### src/hdl/logic_gate_network_update_defines.svh
// Assertion macros shared by the gate network RTL.
`ifndef LOGIC_GATE_NETWORK_UPDATE_DEFINES_SVH
`define LOGIC_GATE_NETWORK_UPDATE_DEFINES_SVH

// Invariant checked at every clock edge outside reset.
`define LGN_ASSERT_ALWAYS(lbl, cond, msg) \
  lbl: assert property (@(posedge clk_i) disable iff (!rst_ni) (cond)) else $error(msg);

// Same-cycle implication.
`define LGN_ASSERT_IMPL(lbl, ante, cons, msg) \
  lbl: assert property (@(posedge clk_i) disable iff (!rst_ni) (ante) |-> (cons)) else $error(msg);

// Next-cycle implication.
`define LGN_ASSERT_NEXT(lbl, ante, cons, msg) \
  lbl: assert property (@(posedge clk_i) disable iff (!rst_ni) (ante) |=> (cons)) else $error(msg);

`endif

### src/hdl/lgn_pkg.sv
// Types, codes and helper functions for the logic gate network.
package lgn_pkg;

  localparam int unsigned NODE_W    = 64;
  localparam int unsigned MAX_NODES = 64;

  typedef enum logic [2:0] {
    KIND_CLEAR_ALL   = 3'd0,
    KIND_APPEND      = 3'd1,
    KIND_SENSE       = 3'd2,
    KIND_TICK        = 3'd3,
    KIND_CLEAR_NODES = 3'd4
  } kind_e;

  typedef enum logic [1:0] {
    STATUS_OK       = 2'd0,
    STATUS_FULL     = 2'd1,
    STATUS_BAD_WIRE = 2'd2
  } status_e;

  typedef enum logic [1:0] {
    CFG_SENSOR   = 2'd0,
    CFG_ACTUATOR = 2'd1,
    CFG_HIDDEN   = 2'd2
  } cfg_e;

  typedef enum logic [1:0] {
    S_IDLE,
    S_TICK,
    S_HOLD
  } state_e;

  // One stored gate; arities kept as count minus one.
  typedef struct packed {
    logic [1:0]  in_m1;
    logic [23:0] in_wires;
    logic [1:0]  out_m1;
    logic [23:0] out_wires;
    logic [15:0] logic_table;
  } gate_t;

  // Evaluator control for one cycle of a tick.
  typedef struct packed {
    logic clear;
    logic run;
    logic use_gate;
  } eval_ctrl_t;

  function automatic logic [NODE_W-1:0] low_mask(input logic [6:0] n);
    if (n >= 7'(NODE_W)) begin
      return '1;
    end
    return (NODE_W'(1) << n[5:0]) - NODE_W'(1);
  endfunction

  function automatic logic [1:0] arity_m1(input logic [2:0] a);
    if (a == 3'd0) begin
      return 2'd0;
    end
    if (a > 3'd4) begin
      return 2'd3;
    end
    return 2'(a - 3'd1);
  endfunction

  function automatic logic wires_ok(input logic [1:0] m1, input logic [23:0] w,
                                    input logic [6:0] total);
    logic ok;
    ok = 1'b1;
    for (int k = 0; k < 4; k++) begin
      if (k <= int'(m1) && {1'b0, w[6*k +: 6]} >= total) begin
        ok = 1'b0;
      end
    end
    return ok;
  endfunction

endpackage

### src/hdl/lgn_cell.sv
// One gate-record cell of the rotating gate ring.
module lgn_cell (
  input  logic           clk_i,
  input  logic           load_en_i,
  input  logic           shift_en_i,
  input  lgn_pkg::gate_t load_rec_i,
  input  lgn_pkg::gate_t next_rec_i,
  output lgn_pkg::gate_t rec_o
);

  lgn_pkg::gate_t rec_q;
  lgn_pkg::gate_t rec_d;

  always_comb begin
    rec_d = rec_q;
    if (load_en_i) begin
      rec_d = load_rec_i;
    end else if (shift_en_i) begin
      rec_d = next_rec_i;
    end
  end

  always_ff @(posedge clk_i) begin
    rec_q <= rec_d;
  end

  assign rec_o = rec_q;

endmodule

### config.mk
export PLATFORM = sky130hd
export DESIGN_NAME = lgn_cell
export DESIGN_NICKNAME = d
export VERILOG_FILES = /design/src/hdl/logic_gate_network_update_defines.svh /design/src/hdl/lgn_pkg.sv /design/src/hdl/lgn_cell.sv
export SDC_FILE = /design/constraint.sdc
export NUM_CORES = 1
export LEC_CHECK = 0
export BUFFER_PORTS_ARGS = -buffer_cell sky130_fd_sc_hd__buf_2
export CAP_MARGIN = 0
export CORE_ASPECT_RATIO = 0.7
export CORE_MARGIN = 3
export CORE_UTILIZATION = 35
export CTS_CLUSTER_DIAMETER = 200
export CTS_CLUSTER_SIZE = 20
export DETAILED_ROUTE_END_ITERATION = 10
export PLACE_DENSITY = 0.7
export SETUP_SLACK_MARGIN = 0.05
export SLEW_MARGIN = 5
export SYNTH_ARGS = -nofsm -noshare
export SYNTH_HDL_FRONTEND = slang
export SYNTH_SLANG_ARGS = --single-unit
### constraint.sdc
create_clock -name clk_i -period 5.62 [get_ports clk_i]
set_input_delay 0.562 -clock clk_i [delete_from_list [all_inputs] [get_ports clk_i]]
set_output_delay 0.562 -clock clk_i [all_outputs]
set_load 0.02 [all_outputs]
==> results of run 1 <==
## worst min-delay path by stage
stage                   start         to  cells past startpoint
5_1_grt        next_rec_i[62]  rec_o[62]                      2
3_5_place_dp   next_rec_i[62]  rec_o[62]                      2
3_3_place_gp   next_rec_i[61]  rec_o[61]                      2
4_1_cts        next_rec_i[62]  rec_o[62]                      2
2_1_floorplan  load_rec_i[56]  rec_o[56]                      1
6_report       next_rec_i[62]  rec_o[62]                      2
## cells in the final DEF (no fill, tap or decap), drive strengths merged
master  synthesis  final
buf             8    208
edfxtp         68     68
mux2           68     68
clkbuf          0     11
clkinv          0      4
or2             1      1
## layout make-up
cell class | instances | share of cell area [%]
Tap cell | 101 | 2.96
Timing Repair Buffer | 208 | 24.5
Sequential cell | 68 | 47.8
Multi-Input combinational cell | 69 | 18.9
Clock inverter | 4 | 0.410
Clock buffer | 11 | 5.45
## stage by stage
stage,total power [W],setup slack (ns),hold WS [ns]
2_1_floorplan,0.000784,2.71,0.779
3_3_place_gp,0.000889,3.46,0.867
3_5_place_dp,0.000894,3.40,0.866
4_1_cts,0.00137,3.74,0.529
5_1_grt,0.00141,3.67,0.535
6_report,0.00135,3.77,0.542
## cell families (layout without fill, tap and decap cells)
kind of cell	Yosys count	after routing	share of synthesized area (%)
and+or+nand+nor	1	1	0.215
muxes	68	68	27.5
buffers and inverters	8	223	2.02
DFF	68	68	70.3
## layer usage
metal	vias to the layer above	global-route usage, %
met1	920	15.7
met3	7	5.90
met5	-	0
met2	122	22.1
met4	0	4.92
li1	996	-
## where the power goes
part           switching (W)  internal [W]  total [W]
combinational       0.000135      0.000108   0.000243
clock               0.000180      0.000291   0.000471
sequential         0.0000130      0.000624   0.000637
total               0.000328       0.00102    0.00135
## worst max-delay path, cell delays in order
cell	delay [ns]
buf_2	0.11
or2_2	0.55
buf_4	0.55
==> flow_summary.json, run 1 <==
{
  "outcome": "completed",
  "routabilityCongestion": 0.729,
  "place_hpwl_microns": 5250,
  "startpoint": "shift_en_i",
  "synth_area_sq_mm": 0.00291,
  "largest_reg_flops": 68,
  "grt_max_degree": 69,
  "crit_type": "in -> reg",
  "seq_area_sq_mm": 0.00204,
  "numPortBuffers": 206,
  "ctsResizeCount": 0,
  "drc": 0,
  "multi_input_area_sq_um": 806,
  "antenna_found_initial": 0,
  "maxSlewHeadroom_pct": 41.5,
  "via_count": 2045,
  "rsz0062_at_grt": "false",
  "topRoutingLayerUsed": "met4",
  "cts_buffers": 9,
  "yosysMostFrequentCell": "edfxtp_1",
  "via_per_inst": 4.44,
  "post_cts_buffers": 0,
  "p_per_area_mw_per_mm2": 316,
  "wl_met1_microns": 2640,
  "mappedNetlistNets": 284,
  "final_area_sq_mm": 0.00427,
  "wl_microns": 6810,
  "hold_path.class": "in -> reg",
  "dp.cells": 446,
  "yosysTopAreaCellShare_pct": 70.3,
  "end_kind": "flop",
  "p_leak_nw": 1.94,
  "ir_drop_mv": 0.150,
  "ys.flop_type": "edfxtp_1",
  "cts.root.buffer_cell": "clkbuf_16",
  "synthCells": 145,
  "setup_viol": 0,
  "synth-seq-cells": 68,
  "synth_edf_count": 68,
  "fin_nets": 495,
  "n_antenna_cell": 0,
  "final_core_util_pct": 53.6,
  "yosysSeqAreaShare_pct": 70.3,
  "synthTopCellsByCount": "edfxtp_1, mux2_2, mux2_4, buf_2, buf_6",
  "synthArstFlopShare_pct": 0,
  "final-max-slew-violation-count": 0,
  "crit_path_start_kind": "input pin",
  "start_util_pct": 36.5,
  "period_needed_ns": 1.85,
  "tightestPinTransition_ns": 0.878,
  "ctsLongestPathBuffers": 2,
  "chipWidth_microns": 115,
  "fin_crit_sh_pct": 32.8,
  "grt_pass1_vias": 1923,
  "syn2layout_area_growth_pct": 46.9,
  "synth.area.top_cells": "edfxtp_1, mux2_2, mux2_4, buf_6, buf_2",
  "die_area_sq_mm": 0.00945,
  "ant_nets": 0,
  "postCtsHoldBufs": 0,
  "cts.clk_slew.worst_paths_ns": 0.05,
  "cap_violations": 0,
  "fill_cells": 709,
  "io_pins": 207,
  "coreArea_sq_mm": 0.00797,
  "dr.first_iter.drc_count": 37,
  "yosys.cell_types.count": 6,
  "htreeDepth": 3,
  "syn_area_per_cell_sq_um": 20.0,
  "endpoint": "rec_o[56]",
  "clock-sinks": 68,
  "instances_no_fill": 461,
  "wl_per_cell_microns": 14.8,
  "worstPathMaxFanout": 40,
  "rows": 27,
  "met3WireLength_microns": 765,
  "die_h_microns": 82.2,
  "drive_gt1_share_pct": 80.0,
  "tns_ns": 0,
  "grt_overflow": 0,
  "yosysWarnings": 0,
  "placed_cell_area_sq_mm": 0.00402,
  "crit_required_ns": 5.57,
  "grt_pass1_wl_microns": 9480,
  "wl_met2_microns": 3330,
  "finalHoldViolCount": 0,
  "cts_tree": "yes",
  "fmax_mhz": 542,
  "arrival_ns": 1.80,
  "dr.pass1.iters": 4,
  "synth_top_area_cell": "edfxtp_1",
  "track_usage_pct": 13.4
}
Note: power is estimated with default switching activity, not from simulation.
==> run 2: changes to the inputs <==
clock period = 1.8 ns   (was 5.62 ns; I/O delays follow)
==> run 2 against run 1 <==
Effect of this change:
- global-route usage is 0.33 points higher
- wire length barely moved
- cell count grew 1.1%
- first-iteration DRC count grew to 2.9 times the previous value
- die area stayed put
- worst hold slack got worse by 0.38 ns
- non-clock buffer count grew 4
- sequential share of layout area down 0.85 points
- via count up 3.6%
- utilization rose by 0.97 points
- clock power rose to 3.2 times the previous value
- sequential cell count unchanged
- critical path type is now reg -> out
- largest cell class unchanged
==> flow_summary.json, run 2 (same netlist as run 1, synthesis figures left out) <==
{
  "outcome": "completed",
  "arrival_ns": 0.87,
  "fin_crit_sh_pct": 58.4,
  "die_area_sq_mm": 0.00945,
  "finalHoldViolCount": 0,
  "fmax_mhz": 951,
  "via_count": 2118,
  "p_int_w": 0.00322,
  "io_pins": 207,
  "end_kind": "primary output",
  "chipWidth_microns": 115,
  "via_per_inst": 4.55,
  "ctsLongestPathBuffers": 2,
  "fin_nets": 499,
  "cts_buffers": 9,
  "cap_violations": 0,
  "critical_path.top_delay_family": "flip-flops",
  "pwr-share-comb_pct": 17.9,
  "rows": 27,
  "tns_ns": 0,
  "p_seq_share_pct": 46.4,
  "n_antenna_cell": 0,
  "cts_tree": "yes",
  "dr.pass1.iters": 4,
  "hold_ws_ns": 0.160,
  "grt_overflow": 0,
  "maxSlewHeadroom_pct": 74.1,
  "p_clk_share_pct": 35.7,
  "wl_per_cell_microns": 14.6,
  "switchingPower_w": 0.00106,
  "tightestPinTransition_ns": 0.388,
  "postCtsHoldBufs": 0,
  "crit_chain": "buf_2",
  "ant_nets": 0,
  "final_cell_mix": "buf_2, edfxtp_1, mux2_2",
  "numPortBuffers": 206,
  "slowest_stage": "edfxtp_1",
  "grt_pass1_vias": 2021,
  "cts.root.buffer_cell": "clkbuf_16",
  "grt_max_degree": 40,
  "ir_drop_mv": 0.413,
  "clock-sinks": 68,
  "crit_cells": 1,
  "die_h_microns": 82.2,
  "setup_viol": 0,
  "p_total_w": 0.00428,
  "post_cts_buffers": 0,
  "start_util_pct": 36.5,
  "p_leak_nw": 1.97,
  "crit_required_ns": 1.62,
  "crit_buf_inv": 1,
  "grt_pass1_wl_microns": 9750,
  "crit_path_start_kind": "flop",
  "rsz0062_at_grt": "false",
  "worstPathMaxFanout": 1,
  "cts.clk_slew.worst_paths_ns": 0.06,
  "p_sw_share_pct": 24.8,
  "max_stage_delay_ns": 0.38,
  "period_needed_ns": 1.05,
  "htreeDepth": 3,
  "largest_reg_flops": 68,
  "layout_commonest_cell": "buf_2",
  "p_per_area_mw_per_mm2": 984,
  "ctsResizeCount": 0,
  "antenna_found_initial": 0,
  "track_usage_pct": 13.7,
  "wl_microns": 6800,
  "whs_path_depth": 2,
  "crit_type": "reg -> out",
  "routabilityCongestion": 0.705,
  "final-max-slew-violation-count": 0,
  "fill_cells": 685,
  "dr.first_iter.drc_count": 107,
  "drc": 0,
  "hold_path.class": "in -> reg",
  "coreArea_sq_mm": 0.00797,
  "drive_gt1_share_pct": 81.1,
  "syn2layout_area_growth_pct": 49.6
}
## run 2: changes by cell type in the layout (fill, tap and decap cells not counted), sizes merged
cell and change:
buf +4, clkinvlp +3, clkbuf -1, clkinv -1
## run 2: cell type report
type | instances | area (sq um) | share of cell area, %
Sequential cell | 68 | 2040 | 47.0
Multi-Input combinational cell | 69 | 808 | 18.6
Tap cell | 101 | 126 | 2.91
Clock buffer | 10 | 229 | 5.27
Clock inverter | 6 | 41.3 | 0.950
Timing Repair Buffer | 212 | 1100 | 25.3
## run 2: path summary, 6_finish.rpt
check                 startpoint        end  slack [ns]
setup / recovery       rec_o[63]  rec_o[63]        0.75
hold / removal    load_rec_i[59]  rec_o[59]        0.16
## run 2: through the flow
step | util, % | area, sq um | cells | setup slack [ns]
2_1_floorplan | - | 2910 | 145 | 0.280
3_3_place_gp | 51.1 | 4080 | 450 | 0.491
3_5_place_dp | 51.1 | 4080 | 450 | 0.465
4_1_cts | 54.5 | 4350 | 466 | 0.725
5_1_grt | 54.5 | 4350 | 466 | 0.694
6_report | 54.5 | 4350 | 466 | 0.749
## run 2: per-layer routing
metal	vias to the layer above	GRT usage (%)	wire length (microns)
met1	984	15.1	2580
met5	-	0	0
met3	2	7.72	840
met4	0	2.81	31
li1	1004	-	-
met2	128	23.6	3350
## run 2: power by group through the flow
stage,Combinational [W],Clock (W),Sequential [W]
finish,0.000765,0.00153,0.00199
CTS,0.000777,0.00158,0.00199
global route,0.000822,0.00168,0.00200
floorplan,0.000190,0,0.00226
detailed placement,0.000776,0,0.00202
global placement,0.000767,0,0.00201
